**src/assert_macros.svh**
```systemverilog
// assertion macros used by the positional array list rtl
`ifndef ASSERT_MACROS_SVH
`define ASSERT_MACROS_SVH

// condition must hold in the same cycle as the trigger
`define PAL_ASSERT_IMP(name, clk, rst_n, ante, cons, msg) \
    name: assert property (@(posedge clk) disable iff (!rst_n) (ante) |-> (cons)) \
        else $error(msg);

// condition must hold in the cycle after the trigger
`define PAL_ASSERT_NXT(name, clk, rst_n, ante, cons, msg) \
    name: assert property (@(posedge clk) disable iff (!rst_n) (ante) |=> (cons)) \
        else $error(msg);

`endif

```
**src/pal_pkg.sv**
```systemverilog
// shared types and constants for the positional array list
package pal_pkg;

    localparam int CAPACITY_DEF = 8;
    localparam int POS_W        = 4;
    localparam int DATA_W       = 32;
    localparam int LEN_W        = 4;

    typedef enum logic [1:0] {
        CMD_INSERT = 2'd0,
        CMD_DELETE = 2'd1,
        CMD_DUMP   = 2'd2,
        CMD_CLEAR  = 2'd3
    } t_cmd;

    typedef enum logic [1:0] {
        ST_OK     = 2'd0,
        ST_FULL   = 2'd1,
        ST_EMPTY  = 2'd2,
        ST_BADPOS = 2'd3
    } t_status;

    typedef enum logic [2:0] {
        S_IDLE,
        S_INS,
        S_DEL,
        S_DUMP,
        S_RESP
    } t_state;

endpackage

```
**src/pal_if.sv**
```systemverilog
// request and response channel interfaces

// request channel: one list command
interface pal_cmd_if import pal_pkg::*; ();
    logic                     valid;
    logic                     ready;
    t_cmd                     command;
    logic        [POS_W-1:0]  position;
    logic signed [DATA_W-1:0] value;

    modport source (output valid, command, position, value, input ready);
    modport sink   (input valid, command, position, value, output ready);
endinterface

// response channel: one result word
interface pal_rsp_if import pal_pkg::*; ();
    logic                     valid;
    logic                     ready;
    t_status                  status;
    logic signed [DATA_W-1:0] data;
    logic        [LEN_W-1:0]  length;
    logic                     last;

    modport source (output valid, status, data, length, last, input ready);
    modport sink   (input valid, status, data, length, last, output ready);
endinterface

```
**src/positional_array_list.sv**
```systemverilog
// positional array list top level: sequencer over one entry ram
`include "assert_macros.svh"
// Bounded ordered list of signed 32-bit words, CAPACITY entries deep.
// i_cmd takes one request: insert value at position, delete at position,
// dump all entries, or clear. o_rsp returns results; last marks the final
// result of a request. Insert and delete give one result, dump gives one
// per entry (one result flagged empty if the list is empty), clear one.
// Entries live in a single-port-write ram with registered read; a small
// sequencer moves one entry per cycle through its shared index counter.
// Rejects and clear go straight to the result; insert and delete first
// shift the entries between the position and the list end, and dump
// streams its entries. i_cmd.ready returns once the sequencer is back
// in idle; a request may be accepted while the final result still
// sits in the output register.
// A stalled receiver holds the output register and the sequencer waits.
// Reset (synchronous, active low) empties the list; entry contents are
// not cleared and are never read before being written.
module positional_array_list import pal_pkg::*; #(
    parameter int CAPACITY = CAPACITY_DEF
) (
    input  logic       i_clk,
    input  logic       i_rst_n,
    pal_cmd_if.sink    i_cmd,
    pal_rsp_if.source  o_rsp
);

    localparam int AW   = $clog2(CAPACITY);
    localparam int CW   = $clog2(CAPACITY + 1);
    localparam int CMPW = (CW > POS_W) ? CW : POS_W;

    // control state
    t_state r_state, n_state;
    logic [CW-1:0] r_count, n_count;
    logic [CW-1:0] r_idx, n_idx;
    logic [CW-1:0] r_src, n_src;
    logic r_pend, n_pend;
    logic r_out_valid, n_out_valid;

    // payload registers
    logic [CW-1:0]            r_pos, n_pos;
    logic signed [DATA_W-1:0] r_val, n_val;
    t_status                  r_res_status, n_res_status;
    logic signed [DATA_W-1:0] r_res_data, n_res_data;
    t_status                  r_out_status, n_out_status;
    logic signed [DATA_W-1:0] r_out_data, n_out_data;
    logic [LEN_W-1:0]         r_out_length, n_out_length;
    logic                     r_out_last, n_out_last;

    // ram port
    logic              ram_wr_en;
    logic [AW-1:0]     ram_wr_addr;
    logic [DATA_W-1:0] ram_wr_data;
    logic              ram_rd_en;
    logic [AW-1:0]     ram_rd_addr;
    logic [DATA_W-1:0] ram_rd_data;

    // helpers
    logic          accept;
    logic          out_free;
    logic          list_full;
    logic          list_empty;
    logic [CMPW-1:0] pos_ext;
    logic [CMPW-1:0] cnt_ext;
    logic          idx_up;
    logic [CW-1:0] idx_step;
    logic          dump_take;

    pal_ram #(
        .WIDTH (DATA_W),
        .DEPTH (CAPACITY)
    ) u_ram (
        .i_clk     (i_clk),
        .i_wr_en   (ram_wr_en),
        .i_wr_addr (ram_wr_addr),
        .i_wr_data (ram_wr_data),
        .i_rd_en   (ram_rd_en),
        .i_rd_addr (ram_rd_addr),
        .o_rd_data (ram_rd_data)
    );

    // handshake and list checks
    assign i_cmd.ready = (r_state == S_IDLE);
    assign accept      = i_cmd.valid && i_cmd.ready;
    assign out_free    = !r_out_valid || o_rsp.ready;
    assign list_full   = (r_count == CW'(CAPACITY));
    assign list_empty  = (r_count == '0);
    assign pos_ext     = CMPW'(i_cmd.position);
    assign cnt_ext     = CMPW'(r_count);
    assign dump_take   = (r_state == S_DUMP) && r_pend && out_free;

    // shared index counter: down for insert shifts, up otherwise
    assign idx_up   = (r_state != S_INS);
    assign idx_step = idx_up ? (r_idx + 1'b1) : (r_idx - 1'b1);

    // next state
    always_comb begin
        n_state = r_state;
        unique case (r_state)
            S_IDLE: begin
                if (accept) begin
                    unique case (i_cmd.command)
                        CMD_INSERT: n_state = (list_full || pos_ext > cnt_ext) ? S_RESP : S_INS;
                        CMD_DELETE: n_state = (list_empty || pos_ext >= cnt_ext) ? S_RESP : S_DEL;
                        CMD_DUMP:   n_state = list_empty ? S_RESP : S_DUMP;
                        CMD_CLEAR:  n_state = S_RESP;
                    endcase
                end
            end
            S_INS: begin
                if (!r_pend && r_idx == r_pos) begin
                    n_state = S_RESP;
                end
            end
            S_DEL: begin
                if (!r_pend && r_idx == r_count) begin
                    n_state = S_RESP;
                end
            end
            S_DUMP: begin
                if (!r_pend && r_idx == r_count) begin
                    n_state = S_IDLE;
                end
            end
            S_RESP: begin
                if (out_free) begin
                    n_state = S_IDLE;
                end
            end
            default: n_state = S_IDLE;
        endcase
    end

    // datapath, ram control and output register loads
    always_comb begin
        n_count      = r_count;
        n_idx        = r_idx;
        n_src        = r_src;
        n_pend       = r_pend;
        n_pos        = r_pos;
        n_val        = r_val;
        n_res_status = r_res_status;
        n_res_data   = r_res_data;
        n_out_valid  = r_out_valid && !o_rsp.ready;
        n_out_status = r_out_status;
        n_out_data   = r_out_data;
        n_out_length = r_out_length;
        n_out_last   = r_out_last;
        ram_wr_en    = 1'b0;
        ram_wr_addr  = r_src[AW-1:0];
        ram_wr_data  = ram_rd_data;
        ram_rd_en    = 1'b0;
        ram_rd_addr  = r_idx[AW-1:0];

        unique case (r_state)
            S_IDLE: begin
                if (accept) begin
                    n_pos        = CW'(i_cmd.position);
                    n_val        = i_cmd.value;
                    n_pend       = 1'b0;
                    n_res_status = ST_OK;
                    n_res_data   = '0;
                    n_idx        = '0;
                    unique case (i_cmd.command)
                        CMD_INSERT: begin
                            n_idx = r_count;
                            if (list_full) begin
                                n_res_status = ST_FULL;
                            end else if (pos_ext > cnt_ext) begin
                                n_res_status = ST_BADPOS;
                            end
                        end
                        CMD_DELETE: begin
                            n_idx = CW'(i_cmd.position);
                            if (list_empty) begin
                                n_res_status = ST_EMPTY;
                            end else if (pos_ext >= cnt_ext) begin
                                n_res_status = ST_BADPOS;
                            end
                        end
                        CMD_DUMP: begin
                            if (list_empty) begin
                                n_res_status = ST_EMPTY;
                            end
                        end
                        CMD_CLEAR: begin
                            n_count = '0;
                        end
                    endcase
                end
            end
            S_INS: begin
                // read entry below the hole, write it one place up next cycle
                ram_rd_addr = idx_step[AW-1:0];
                if (r_idx > r_pos) begin
                    ram_rd_en = 1'b1;
                    n_idx     = idx_step;
                    n_src     = r_idx;
                    n_pend    = 1'b1;
                end else begin
                    n_pend = 1'b0;
                end
                if (r_pend) begin
                    ram_wr_en   = 1'b1;
                    ram_wr_addr = r_src[AW-1:0];
                    ram_wr_data = ram_rd_data;
                end else if (r_idx == r_pos) begin
                    ram_wr_en   = 1'b1;
                    ram_wr_addr = r_pos[AW-1:0];
                    ram_wr_data = r_val;
                    n_count     = r_count + 1'b1;
                end
            end
            S_DEL: begin
                // read upward from the position, first word is the removed one
                if (r_idx < r_count) begin
                    ram_rd_en = 1'b1;
                    n_idx     = idx_step;
                    n_src     = r_idx;
                    n_pend    = 1'b1;
                end else begin
                    n_pend = 1'b0;
                end
                if (r_pend) begin
                    if (r_src == r_pos) begin
                        n_res_data = ram_rd_data;
                    end else begin
                        ram_wr_en   = 1'b1;
                        ram_wr_addr = AW'(r_src - 1'b1);
                        ram_wr_data = ram_rd_data;
                    end
                end else if (r_idx == r_count) begin
                    n_count = r_count - 1'b1;
                end
            end
            S_DUMP: begin
                // stream entries, read data holds while the output stalls
                if (dump_take) begin
                    n_out_valid  = 1'b1;
                    n_out_status = ST_OK;
                    n_out_data   = ram_rd_data;
                    n_out_length = LEN_W'(r_count);
                    n_out_last   = (CW'(r_src + 1'b1) == r_count);
                    n_pend       = 1'b0;
                end
                if (r_idx < r_count && (!r_pend || out_free)) begin
                    ram_rd_en = 1'b1;
                    n_idx     = idx_step;
                    n_src     = r_idx;
                    n_pend    = 1'b1;
                end
            end
            S_RESP: begin
                if (out_free) begin
                    n_out_valid  = 1'b1;
                    n_out_status = r_res_status;
                    n_out_data   = r_res_data;
                    n_out_length = LEN_W'(r_count);
                    n_out_last   = 1'b1;
                end
            end
            default: begin
                n_pend = 1'b0;
            end
        endcase
    end

    // control registers
    always_ff @(posedge i_clk) begin
        if (!i_rst_n) begin
            r_state     <= S_IDLE;
            r_count     <= '0;
            r_idx       <= '0;
            r_src       <= '0;
            r_pend      <= 1'b0;
            r_out_valid <= 1'b0;
        end else begin
            r_state     <= n_state;
            r_count     <= n_count;
            r_idx       <= n_idx;
            r_src       <= n_src;
            r_pend      <= n_pend;
            r_out_valid <= n_out_valid;
        end
    end

    // payload registers
    always_ff @(posedge i_clk) begin
        r_pos        <= n_pos;
        r_val        <= n_val;
        r_res_status <= n_res_status;
        r_res_data   <= n_res_data;
        r_out_status <= n_out_status;
        r_out_data   <= n_out_data;
        r_out_length <= n_out_length;
        r_out_last   <= n_out_last;
    end

    // response port
    assign o_rsp.valid  = r_out_valid;
    assign o_rsp.status = r_out_status;
    assign o_rsp.data   = r_out_data;
    assign o_rsp.length = r_out_length;
    assign o_rsp.last   = r_out_last;

    // checks
    `PAL_ASSERT_IMP(a_count_bound, i_clk, i_rst_n, 1'b1, r_count <= CW'(CAPACITY), "count above capacity")
    `PAL_ASSERT_IMP(a_pend_in_work, i_clk, i_rst_n, r_pend, r_state == S_INS || r_state == S_DEL || r_state == S_DUMP, "read pending outside a shift or dump")
    `PAL_ASSERT_IMP(a_ins_idx, i_clk, i_rst_n, r_state == S_INS, r_idx >= r_pos && r_idx <= r_count, "insert index out of range")
    `PAL_ASSERT_IMP(a_dump_src, i_clk, i_rst_n, r_state == S_DUMP && r_pend, r_src < r_count, "dump read beyond count")
    `PAL_ASSERT_NXT(a_ins_grows, i_clk, i_rst_n, r_state == S_INS && n_state == S_RESP, r_count == $past(r_count) + 1'b1, "insert did not grow the list")

endmodule

```
**src/pal_ram.sv**
```systemverilog
// generic single write port ram with registered read
module pal_ram #(
    parameter int WIDTH = 32,
    parameter int DEPTH = 8
) (
    input  logic                     i_clk,
    input  logic                     i_wr_en,
    input  logic [$clog2(DEPTH)-1:0] i_wr_addr,
    input  logic [WIDTH-1:0]         i_wr_data,
    input  logic                     i_rd_en,
    input  logic [$clog2(DEPTH)-1:0] i_rd_addr,
    output logic [WIDTH-1:0]         o_rd_data
);

    logic [WIDTH-1:0] r_mem [DEPTH];
    logic [WIDTH-1:0] r_rd_data;

    // write port
    always_ff @(posedge i_clk) begin
        if (i_wr_en) begin
            r_mem[i_wr_addr] <= i_wr_data;
        end
    end

    // registered read, holds when not enabled
    always_ff @(posedge i_clk) begin
        if (i_rd_en) begin
            r_rd_data <= r_mem[i_rd_addr];
        end
    end

    assign o_rd_data = r_rd_data;

endmodule
```
**src/flat_wrapper.sv**
```systemverilog
// flat-port wrapper written by rule: the top's interface ports become plain ports
module positional_array_list_flat import pal_pkg::*;
#(
    parameter int CAPACITY = CAPACITY_DEF
)
  (i_clk, i_rst_n, i_cmd_valid, i_cmd_command, i_cmd_position, i_cmd_value, i_cmd_ready, o_rsp_valid, o_rsp_status, o_rsp_data, o_rsp_length, o_rsp_last, o_rsp_ready);
  pal_cmd_if i_cmd_i ();
  pal_rsp_if o_rsp_i ();
  input  logic i_clk;
  input  logic i_rst_n;
  input wire logic [$bits(i_cmd_i.valid)-1:0] i_cmd_valid;
  input wire logic [$bits(i_cmd_i.command)-1:0] i_cmd_command;
  input wire logic [$bits(i_cmd_i.position)-1:0] i_cmd_position;
  input wire logic [$bits(i_cmd_i.value)-1:0] i_cmd_value;
  output wire logic [$bits(i_cmd_i.ready)-1:0] i_cmd_ready;
  output wire logic [$bits(o_rsp_i.valid)-1:0] o_rsp_valid;
  output wire logic [$bits(o_rsp_i.status)-1:0] o_rsp_status;
  output wire logic [$bits(o_rsp_i.data)-1:0] o_rsp_data;
  output wire logic [$bits(o_rsp_i.length)-1:0] o_rsp_length;
  output wire logic [$bits(o_rsp_i.last)-1:0] o_rsp_last;
  input wire logic [$bits(o_rsp_i.ready)-1:0] o_rsp_ready;
  assign i_cmd_i.valid = i_cmd_valid;
  assign i_cmd_i.command = i_cmd_command;
  assign i_cmd_i.position = i_cmd_position;
  assign i_cmd_i.value = i_cmd_value;
  assign i_cmd_ready = i_cmd_i.ready;
  assign o_rsp_valid = o_rsp_i.valid;
  assign o_rsp_status = o_rsp_i.status;
  assign o_rsp_data = o_rsp_i.data;
  assign o_rsp_length = o_rsp_i.length;
  assign o_rsp_last = o_rsp_i.last;
  assign o_rsp_i.ready = o_rsp_ready;
  positional_array_list #(.CAPACITY(CAPACITY)) u_core (.i_clk(i_clk), .i_rst_n(i_rst_n), .i_cmd(i_cmd_i), .o_rsp(o_rsp_i));
endmodule
```
**config.mk**
```make
export PLATFORM = sky130hd
export DESIGN_NAME = positional_array_list_flat
export DESIGN_NICKNAME = d
export VERILOG_FILES = /design/src/pal_pkg.sv /design/src/pal_if.sv /design/src/positional_array_list.sv /design/src/pal_ram.sv /design/src/flat_wrapper.sv
export VERILOG_INCLUDE_DIRS = /design/src /design/src/src
export SDC_FILE = /design/constraint.sdc
export NUM_CORES = 1
export LEC_CHECK = 0
export BUFFER_PORTS_ARGS = -buffer_cell sky130_fd_sc_hd__buf_2
export CORE_AREA = 2 2 182 184
export CTS_CLUSTER_DIAMETER = 30
export CTS_CLUSTER_SIZE = 30
export DETAILED_ROUTE_END_ITERATION = 7
export DIE_AREA = 0 0 184 186
export PLACE_DENSITY_LB_ADDON = 0.12
export SETUP_SLACK_MARGIN = 0.4
export SYNTH_ARGS = -nofsm -noshare
export SYNTH_HDL_FRONTEND = slang
export SYNTH_SLANG_ARGS = --single-unit
```
**constraint.sdc**
```tcl
create_clock -name i_clk -period 4.6 [get_ports i_clk]
set_input_delay 0.46 -clock i_clk [delete_from_list [all_inputs] [get_ports i_clk]]
set_output_delay 0.46 -clock i_clk [all_outputs]
set_load 0.05 [all_outputs]
```
==> results of run 1 <==
==> critical path, stage by stage (launching register included) <==
cell and delay, ns:
dfxtp_1 0.64, or3b_1 0.59, inv_4 0.24, ha_1 0.29, xor2_1 0.37, mux2_8 0.66
buf_4 0.34, mux2i_1 0.22, a32o_1 0.16, a221oi_2 0.04
==> metal layers <==
layer  GRT usage [%]  vias to the layer above  routed length (um)
met2            36.8                      272               18200
met3            4.38                       46                1790
met1            31.1                     4917               17000
met4            8.58                        0                 721
met5               0                        -                   0
li1                -                     4417                   -
==> per-stage QoR <==
step | TNS [ns] | instance area, um^2
final | 0 | 21200
after global routing | 0 | 21200
after CTS | 0 | 21200
after detailed placement | 0 | 18300
after global placement | 0 | 18300
after floorplan | -30.32 | 17200
==> power breakdown <==
group	internal (mW)	switching (mW)	total (mW)
clock network	4.19	1.99	6.17
registers	4.20	0.0302	4.23
logic	0.169	0.317	0.486
total	8.55	2.33	10.9
==> cell families (layout without fill, tap and decap cells) <==
logic type      after synthesis  after routing  synth area share [%]
compound gates              144            144                  7.76
flops                       414            414                  71.5
simple gates                195            195                  5.58
mux                         173            173                  10.6
fa+ha+maj                    20             20                  1.55
xor+xnor                     16             16                 0.817
buf+inv                      75            299                  2.17
==> sequential cells by signal, summed over array words and instances, names as in the netlist, 2 cells and up <==
name / cells
u_core.u_ram.r_mem: 256
u_core.o_rsp.data: 32
u_core.r_res_data: 32
u_core.r_val: 32
u_core.u_ram.o_rd_data: 32
u_core.cnt_ext: 4
u_core.o_rsp.length: 4
u_core.r_idx: 4
u_core.r_pos: 4
u_core.r_src: 4
u_core.r_state: 3
u_core.o_rsp.status: 2
u_core.r_res_status: 2
==> cell type report <==
type | count | share of cell area [%]
Clock buffer | 95 | 10.4
Clock inverter | 65 | 3.47
Multi-Input combinational cell | 548 | 22.0
Inverter | 22 | 0.401
Timing Repair Buffer | 117 | 3.53
Sequential cell | 414 | 57.8
Tap cell | 408 | 2.41
==> final timing paths <==
path	slack [ns]	from	to
max reg2reg	0.73	u_core.r_state[0]	u_core.u_ram.o_rd_data[12]
min reg2reg	0.51	u_core.r_res_status[0]	u_core.o_rsp.status[0]
max	0.73	u_core.r_state[0]	u_core.u_ram.o_rd_data[12]
min	0.04	i_cmd_value[23]	u_core.r_val[23]
==> synth_stat cells (all sizes together), types with 12 or more instances <==
cell | count | share of area [%]
a221oi | 35 | 2.9
xnor2 | 12 | 0.61
ha | 18 | 1.3
nor3 | 12 | 0.35
a21oi | 16 | 0.47
mux2i | 106 | 6.2
clkbuf | 25 | 0.55
dfxtp | 17 | 2.0
o21ai | 18 | 0.53
nand2 | 76 | 1.7
nor2 | 23 | 0.50
buf | 28 | 1.1
and2 | 39 | 1.4
inv | 21 | 0.47
mux2 | 67 | 4.4
nand3 | 13 | 0.38
a32o | 32 | 1.9
edfxtp | 397 | 70
==> results.json, run 1 <==
{
  "avgSynthCellArea_um2": 16.5,
  "final_core_util_pct": 65.9,
  "critPathMaxFanout": 61,
  "skew_ns": 0.0202,
  "multiInputGateArea_mm2": 0.00467,
  "dp.cells": 1509,
  "peakVddDrop_uv": 394,
  "antenna_found_initial": 0,
  "place.gp.congestion": 0.851,
  "numPortBuffers": 82,
  "cts_tree": "yes",
  "ant_nets": 0,
  "reg2regPathDepth": 9,
  "cts_max_level": 3,
  "cp.required_ns": 4.89,
  "leakage_nw": 7.29,
  "drv_cap": 0,
  "die_h_um": 186,
  "synth_top_flop_cell": "edfxtp_1",
  "layout_common_cells": "edfxtp_1, mux2i_1, clkbuf_16",
  "grt_pass1_wl_um": 57800,
  "coreArea_mm2": 0.0322,
  "grt_pass1_vias": 9805,
  "vias_per_cell": 5.78,
  "status": "completed",
  "synth_edf_count": 397,
  "placementRows": 66,
  "initial_core_util_pct": 53.2,
  "post_cts_buffers": 0,
  "worstPathArrival_ns": 4.16,
  "synthesis.nets": 1099,
  "wl_um": 37700,
  "nets": 1251,
  "syn_inst": 1037,
  "postCtsHoldBufs": 0,
  "area_growth_pct": 23.7,
  "routedWlPerCell_um": 22.6,
  "final_cells": 1669,
  "hpwl_um": 20200,
  "synth_cell_types": 60,
  "rsz0062_at_grt": "false",
  "antenna_cells": 0,
  "drive_above_1_share_pct": 29.7,
  "post-route-period-util_pct": 84.2,
  "p_per_area_mw_per_mm2": 513,
  "critPathKind": "reg -> reg",
  "drt_iter0_markers": 716,
  "hold_violations": 0,
  "maxSlewHeadroom_pct": 28.1,
  "fin_ws_ns": 0.726,
  "post_cts_resize_count": 0,
  "cts_buffer_depth": 3,
  "p_total_mw": 10.9,
  "fill_cells": 2215,
  "register_area_mm2": 0.0123,
  "netlist_area_mm2": 0.0171,
  "hp-class": "in -> reg",
  "synth-seq-cells": 414,
  "path_clk_slew_ns": 0.05,
  "cts_num_sinks": 414,
  "clkLatencyLatePin_ns": 0.59,
  "worst_pin_slew_ns": 1.08,
  "yosysWarningCount": 0,
  "slew_viol_final": 0,
  "numCtsBuffers": 86,
  "track_usage_pct": 22.9,
  "grt_overflow": 0,
  "die-area_mm2": 0.0342,
  "die_w_um": 184,
  "async_flop_share_pct": 0,
  "worstSetupEndpointType": "flop",
  "final_common_cell": "edfxtp_1",
  "hold-worst-slack_ns": 0.0418,
  "first_pass_iters": 5,
  "synth-seq-area-share_pct": 71.5,
  "place_ws_ns": 0.797,
  "hold_path_depth": 1,
  "cts-root-buf": "clkbuf_16",
  "ios": 83,
  "setup_violations": 0,
  "cp-start-kind": "flop",
  "grt_max_degree": 62,
  "max_freq_ghz": 0.258,
  "period_needed_ns": 3.87,
  "drc": 0,
  "vias": 9652
}
(Power assumes the default switching activity.)
==> inputs of run 2 (changes only) <==
--- a/config.mk
+++ b/config.mk
@@ -6,6 +6,7 @@
 export SDC_FILE = /design/constraint.sdc
 export NUM_CORES = 1
 export LEC_CHECK = 0
+export ABC_AREA = 1
 export BUFFER_PORTS_ARGS = -buffer_cell sky130_fd_sc_hd__buf_2
 export CORE_AREA = 2 2 182 184
 export CTS_CLUSTER_DIAMETER = 30
==> constraint.sdc (replaced) <==
create_clock -name i_clk -period 3.6 [get_ports i_clk]
set_input_delay 0.36 -clock i_clk [delete_from_list [all_inputs] [get_ports i_clk]]
set_output_delay 0.36 -clock i_clk [all_outputs]
set_load 0.05 [all_outputs]
==> results.json, run 2 <==
{
  "status": "completed",
  "cts-root-buf": "clkbuf_16",
  "synthTopCellsByCount": "edfxtp_1, nor2_1, nand2_1",
  "critPathKind": "reg -> reg",
  "track_usage_pct": 22.4,
  "synth_top_flop_cell": "edfxtp_1",
  "hold-worst-slack_ns": 0.0381,
  "cpPeakStageDelay_ns": 0.42,
  "register_area_mm2": 0.0123,
  "post-route-period-util_pct": 79.1,
  "dp.cells": 1953,
  "cts_buffer_depth": 3,
  "top_register": "u_core.u_ram.r_mem",
  "worstPathArrival_ns": 3.08,
  "grt_pass1_wl_um": 58800,
  "drt_iter0_markers": 922,
  "avgSynthCellArea_um2": 11.4,
  "wl_um": 36900,
  "vias_per_cell": 5.25,
  "setup_violations": 0,
  "antenna_found_initial": 0,
  "post_cts_resize_count": 0,
  "path_clk_slew_ns": 0.04,
  "cp_num_buf_inv": 2,
  "busiest_layer": "met2",
  "area_growth_pct": 24.5,
  "final_cells": 2150,
  "synthTopCellsByArea": "edfxtp_1, nor2_1, nand2_1",
  "cts_max_level": 3,
  "fin_tns_setup_ns": 0,
  "largest_register_ffs": 256,
  "layout_common_cells": "edfxtp_1, nor2_1, nand2_1",
  "yosysTopAreaCell": "edfxtp_1",
  "numCtsBuffers": 87,
  "grt_pass1_vias": 11300,
  "rsz0062_at_grt": "false",
  "place_ws_ns": 0.826,
  "grt_overflow": 0,
  "cp-start-kind": "flop",
  "cpMaxStageDelayCell": "dfxtp_1",
  "antenna_cells": 0,
  "crit_chain": "inv_1 > ha_1 > nand3_1 > o21ai_0 > and2_1 > nand2_1 > nand2_1 > nand3_1 > nor2_4 > buf_4",
  "yosysWarningCount": 0,
  "p_per_area_mw_per_mm2": 975,
  "skew_ns": 0.0201,
  "initial_core_util_pct": 53.4,
  "period_needed_ns": 2.85,
  "die-area_mm2": 0.0342,
  "fill_cells": 2403,
  "synth_top_cell_area_share_pct": 69.3,
  "leakage_nw": 8.12,
  "vias": 11300,
  "worst_pin_slew_ns": 1.08,
  "drv_cap": 0,
  "critPathMaxFanout": 21,
  "use_met3_pct": 4.66,
  "yosysMostFrequentCell": "edfxtp_1",
  "nets": 1731,
  "place.gp.congestion": 0.886,
  "coreArea_mm2": 0.0322,
  "first_pass_iters": 5,
  "final_core_util_pct": 66.5,
  "slew_viol_final": 0,
  "worstSetupEndpointType": "flop",
  "hold_violations": 0,
  "synth-seq-area-share_pct": 71.3,
  "ios": 83,
  "grt_use_met1_pct": 28.8,
  "synthesis.nets": 1566,
  "hpwl_um": 20000,
  "synth_edf_count": 397,
  "peakVddDrop_uv": 586,
  "cp.required_ns": 3.84,
  "routedWlPerCell_um": 17.2,
  "max_freq_ghz": 0.351,
  "drive_above_1_share_pct": 15.8,
  "die_w_um": 184,
  "drc": 0,
  "numPortBuffers": 82,
  "clkLatencyLatePin_ns": 0.60,
  "cts_tree": "yes",
  "syn_inst": 1504,
  "fin_ws_ns": 0.752,
  "gr-usage-met2_pct": 37.9,
  "async_flop_share_pct": 0,
  "synth_cell_types": 36,
  "ant_nets": 0,
  "path_delay_family": "simple AND/OR/NAND/NOR gates",
  "grt_max_degree": 129,
  "placementRows": 66,
  "synth-seq-cells": 414,
  "die_h_um": 186,
  "maxSlewHeadroom_pct": 27.8,
  "hp-class": "in -> reg",
  "multiInputGateArea_mm2": 0.00421,
  "netlist_area_mm2": 0.0172,
  "final_common_cell": "edfxtp_1",
  "cts_num_sinks": 414
}
-- run 2: kinds of logic after synthesis --
logic type	after synthesis	share of synthesized area, %
simple gates	561	12.6
flops	414	71.3
compound gates	310	9.19
buf+inv	191	4.98
fa+ha+maj	20	1.54
xor+xnor	8	0.407
-- run 2: stage by stage --
stage / instance area, um^2 / power (mW)
floorplan: 17200 / 11.7
finish: 21400 / 20.9
detailed placement: 18200 / 13.3
CTS: 21400 / 21.1
global route: 21400 / 22.1
global placement: 18200 / 13.2
-- run 2: repair_timing --
action                                 CTS  global route
endpoints found under the hold margin   35             0
buffers inserted                         0             0
hold buffers                            35             0
-- run 2: routing by layer --
metal | wire, um | up-vias
met5 | 0 | -
met4 | 802 | 0
met3 | 1750 | 70
met1 | 16300 | 5378
met2 | 18100 | 312
li1 | - | 5530
-- run 2: worst paths after layout --
path,cells past startpoint,to,start,slack [ns]
worst max register to register,10,u_core.u_ram.r_mem[6][14],u_core.r_idx[0],0.75
worst min-delay path,1,u_core.r_pos[1],i_cmd_position[1],0.04
worst max-delay path,10,u_core.u_ram.r_mem[6][14],u_core.r_idx[0],0.75
worst min register to register,0,u_core.o_rsp.length[3],u_core.cnt_ext[3],0.51
-- run 2: layout make-up --
cell class	instances	share of cell area (%)
timing repair buffer	144	5.03
inverter	123	2.17
sequential	414	57.3
clock buffer	95	10.5
clock inverter	67	3.00
tap	408	2.38
multi-input combinational	899	19.6
-- run 2: where the power goes --
part / internal [mW] / switching [mW]
clock: 5.05 / 2.61
sequential: 6.74 / 0.249
combinational: 1.68 / 4.54
total: 13.5 / 7.40
==> inputs of run 3 (changes only) <==
==> constraint.sdc (replaced) <==
create_clock -name i_clk -period 2.6 [get_ports i_clk]
set_input_delay 0.26 -clock i_clk [delete_from_list [all_inputs] [get_ports i_clk]]
set_output_delay 0.26 -clock i_clk [all_outputs]
set_load 0.05 [all_outputs]
==> results.json, run 3 (synthesis gave the netlist of run 2 again) <==
{
  "drc": 0,
  "cpPeakStageDelay_ns": 0.56,
  "slew_viol_final": 0,
  "ios": 83,
  "setup_violations": 0,
  "cp-start-kind": "flop",
  "vias_per_cell": 5.77,
  "final_common_cell": "edfxtp_1",
  "crit_chain": "clkinv_4 > nand3_4 > inv_8 > fa_2 > o21ai_4 > buf_12 > buf_16 > buf_4 > clkbuf_16 > nor2_1 > o21ai_1 > nand2_1 > inv_1 > o21ai_1",
  "antenna_cells": 0,
  "cp.required_ns": 3.03,
  "vias": 13000,
  "worstPathArrival_ns": 2.93,
  "largest_register_ffs": 256,
  "grt_overflow": 0,
  "placementRows": 66,
  "top_register": "u_core.u_ram.r_mem",
  "cts_max_level": 3,
  "path_clk_slew_ns": 0.05,
  "period_needed_ns": 2.50,
  "routedWlPerCell_um": 23.0,
  "initial_core_util_pct": 53.4,
  "die_h_um": 186,
  "grt_max_degree": 61,
  "grt_pass1_wl_um": 68000,
  "worstSetupEndpointType": "flop",
  "path_delay_family": "buffers and inverters",
  "cts-root-buf": "clkbuf_16",
  "cts_tree": "yes",
  "grt_pass1_vias": 12200,
  "hold_violations": 0,
  "clkLatencyLatePin_ns": 0.59,
  "rsz0062_at_grt": "true",
  "wl_um": 51800,
  "drv_cap": 0,
  "p_per_area_mw_per_mm2": 1380,
  "worst_pin_slew_ns": 0.655,
  "fin_tns_setup_ns": 0,
  "drt_iter0_markers": 1555,
  "antenna_found_initial": 0,
  "cts_num_sinks": 414,
  "hp-class": "in -> reg",
  "area_growth_pct": 40.9,
  "place_area_mm2": 0.0185,
  "status": "completed",
  "die-area_mm2": 0.0342,
  "leakage_nw": 9.14,
  "critPathKind": "reg -> reg",
  "final_area_mm2": 0.0242,
  "hpwl_um": 22000,
  "cp_num_buf_inv": 7,
  "track_usage_pct": 26.8,
  "die_w_um": 184,
  "peakVddDrop_uv": 626,
  "numPortBuffers": 82,
  "ant_nets": 0,
  "first_pass_iters": 6,
  "cts_buffer_depth": 3,
  "crit_path_frequent_cell": "o21ai_1",
  "nets": 1841,
  "post-route-period-util_pct": 96.3,
  "maxSlewHeadroom_pct": 56.3,
  "drive_above_1_share_pct": 29.5,
  "layout_common_cells": "edfxtp_1, nor2_1, nand2_1",
  "coreArea_mm2": 0.0322,
  "numCtsBuffers": 81,
  "place.gp.congestion": 0.849,
  "cpMaxStageDelayCell": "fa_2",
  "critPathMaxFanout": 8,
  "skew_ns": 0.0204,
  "max_freq_ghz": 0.400
}
==> run 3: report_power, final <==
part | total (mW) | switching, mW | internal (mW)
Sequential | 9.69 | 0.368 | 9.33
Combinational | 13.7 | 8.70 | 4.98
Clock | 10.0 | 3.37 | 6.64
Total | 33.4 | 12.4 | 21.0
==> run 3: cell type report <==
class,instances,area (um^2)
timing repair inverter,1,16.3
tap,408,510
timing repair buffer,258,3210
sequential,414,12300
fill,1908,7980
inverter,123,505
clock buffer,94,2140
multi-input combinational,900,5070
clock inverter,48,490
==> run 3: per-layer routing <==
| layer | vias up | global-route usage, % | part of all wire, % |
|---|---|---|---|
| li1 | 5747 | - | - |
| met1 | 6290 | 34.5 | 39 |
| met2 | 742 | 43.6 | 48 |
| met3 | 182 | 6.24 | 8.8 |
| met4 | 0 | 12.3 | 4.9 |
| met5 | - | 0 | 0 |
==> run 3: per-stage QoR <==
| step | utilization [%] | std cells | power, mW | hold slack [ns] | worst slack, ns |
|---|---|---|---|---|---|
| finish | 75.2 | 2246 | 33.4 | 0.0944 | 0.0974 |
| floorplan | - | 1504 | 16.3 | 0.359 | 0.109 |
| detailed placement | 57.6 | 1974 | 18.8 | 0.438 | 0.138 |
| CTS | 71.0 | 2210 | 30.8 | 0.0871 | 0.222 |
| global route | 75.2 | 2246 | 34.7 | 0.121 | -0.0203 |
| global placement | 57.6 | 1974 | 18.6 | 0.436 | 0.190 |
==> run 3: worst paths after layout <==
path / startpoint / endpoint / slack, ns / depth (start not counted)
worst max-delay path: u_core.r_state[2] / u_core.u_ram.o_rd_data[31] / 0.1 / 14
worst min-delay path: i_cmd_command[1] / u_core.r_state[1] / 0.09 / 5
worst max register to register: u_core.r_state[2] / u_core.u_ram.o_rd_data[31] / 0.1 / 14
worst min register to register: u_core.r_src[3] / u_core.r_src[3] / 0.51 / 2
==> run 3: worst register-to-register path: stages, from the launching register on <==
cell       delay, ns
dfxtp_4         0.36
clkinv_4        0.06
nand3_4         0.09
inv_8           0.04
fa_2            0.56
o21ai_4         0.07
buf_12          0.14
buf_16          0.17
buf_4           0.15
clkbuf_16       0.15
nor2_1          0.15
o21ai_1         0.13
nand2_1         0.08
inv_1           0.05
o21ai_1         0.14
==> run 3: repair_timing <==
item,4_1_cts,5_1_grt
endpoints found under the hold margin,37,0
setup buffers,34,15
gates resized for setup,128,217
endpoints found under the setup margin,496,570
cloned,23,21
hold buffers,37,0
pin swaps,29,84
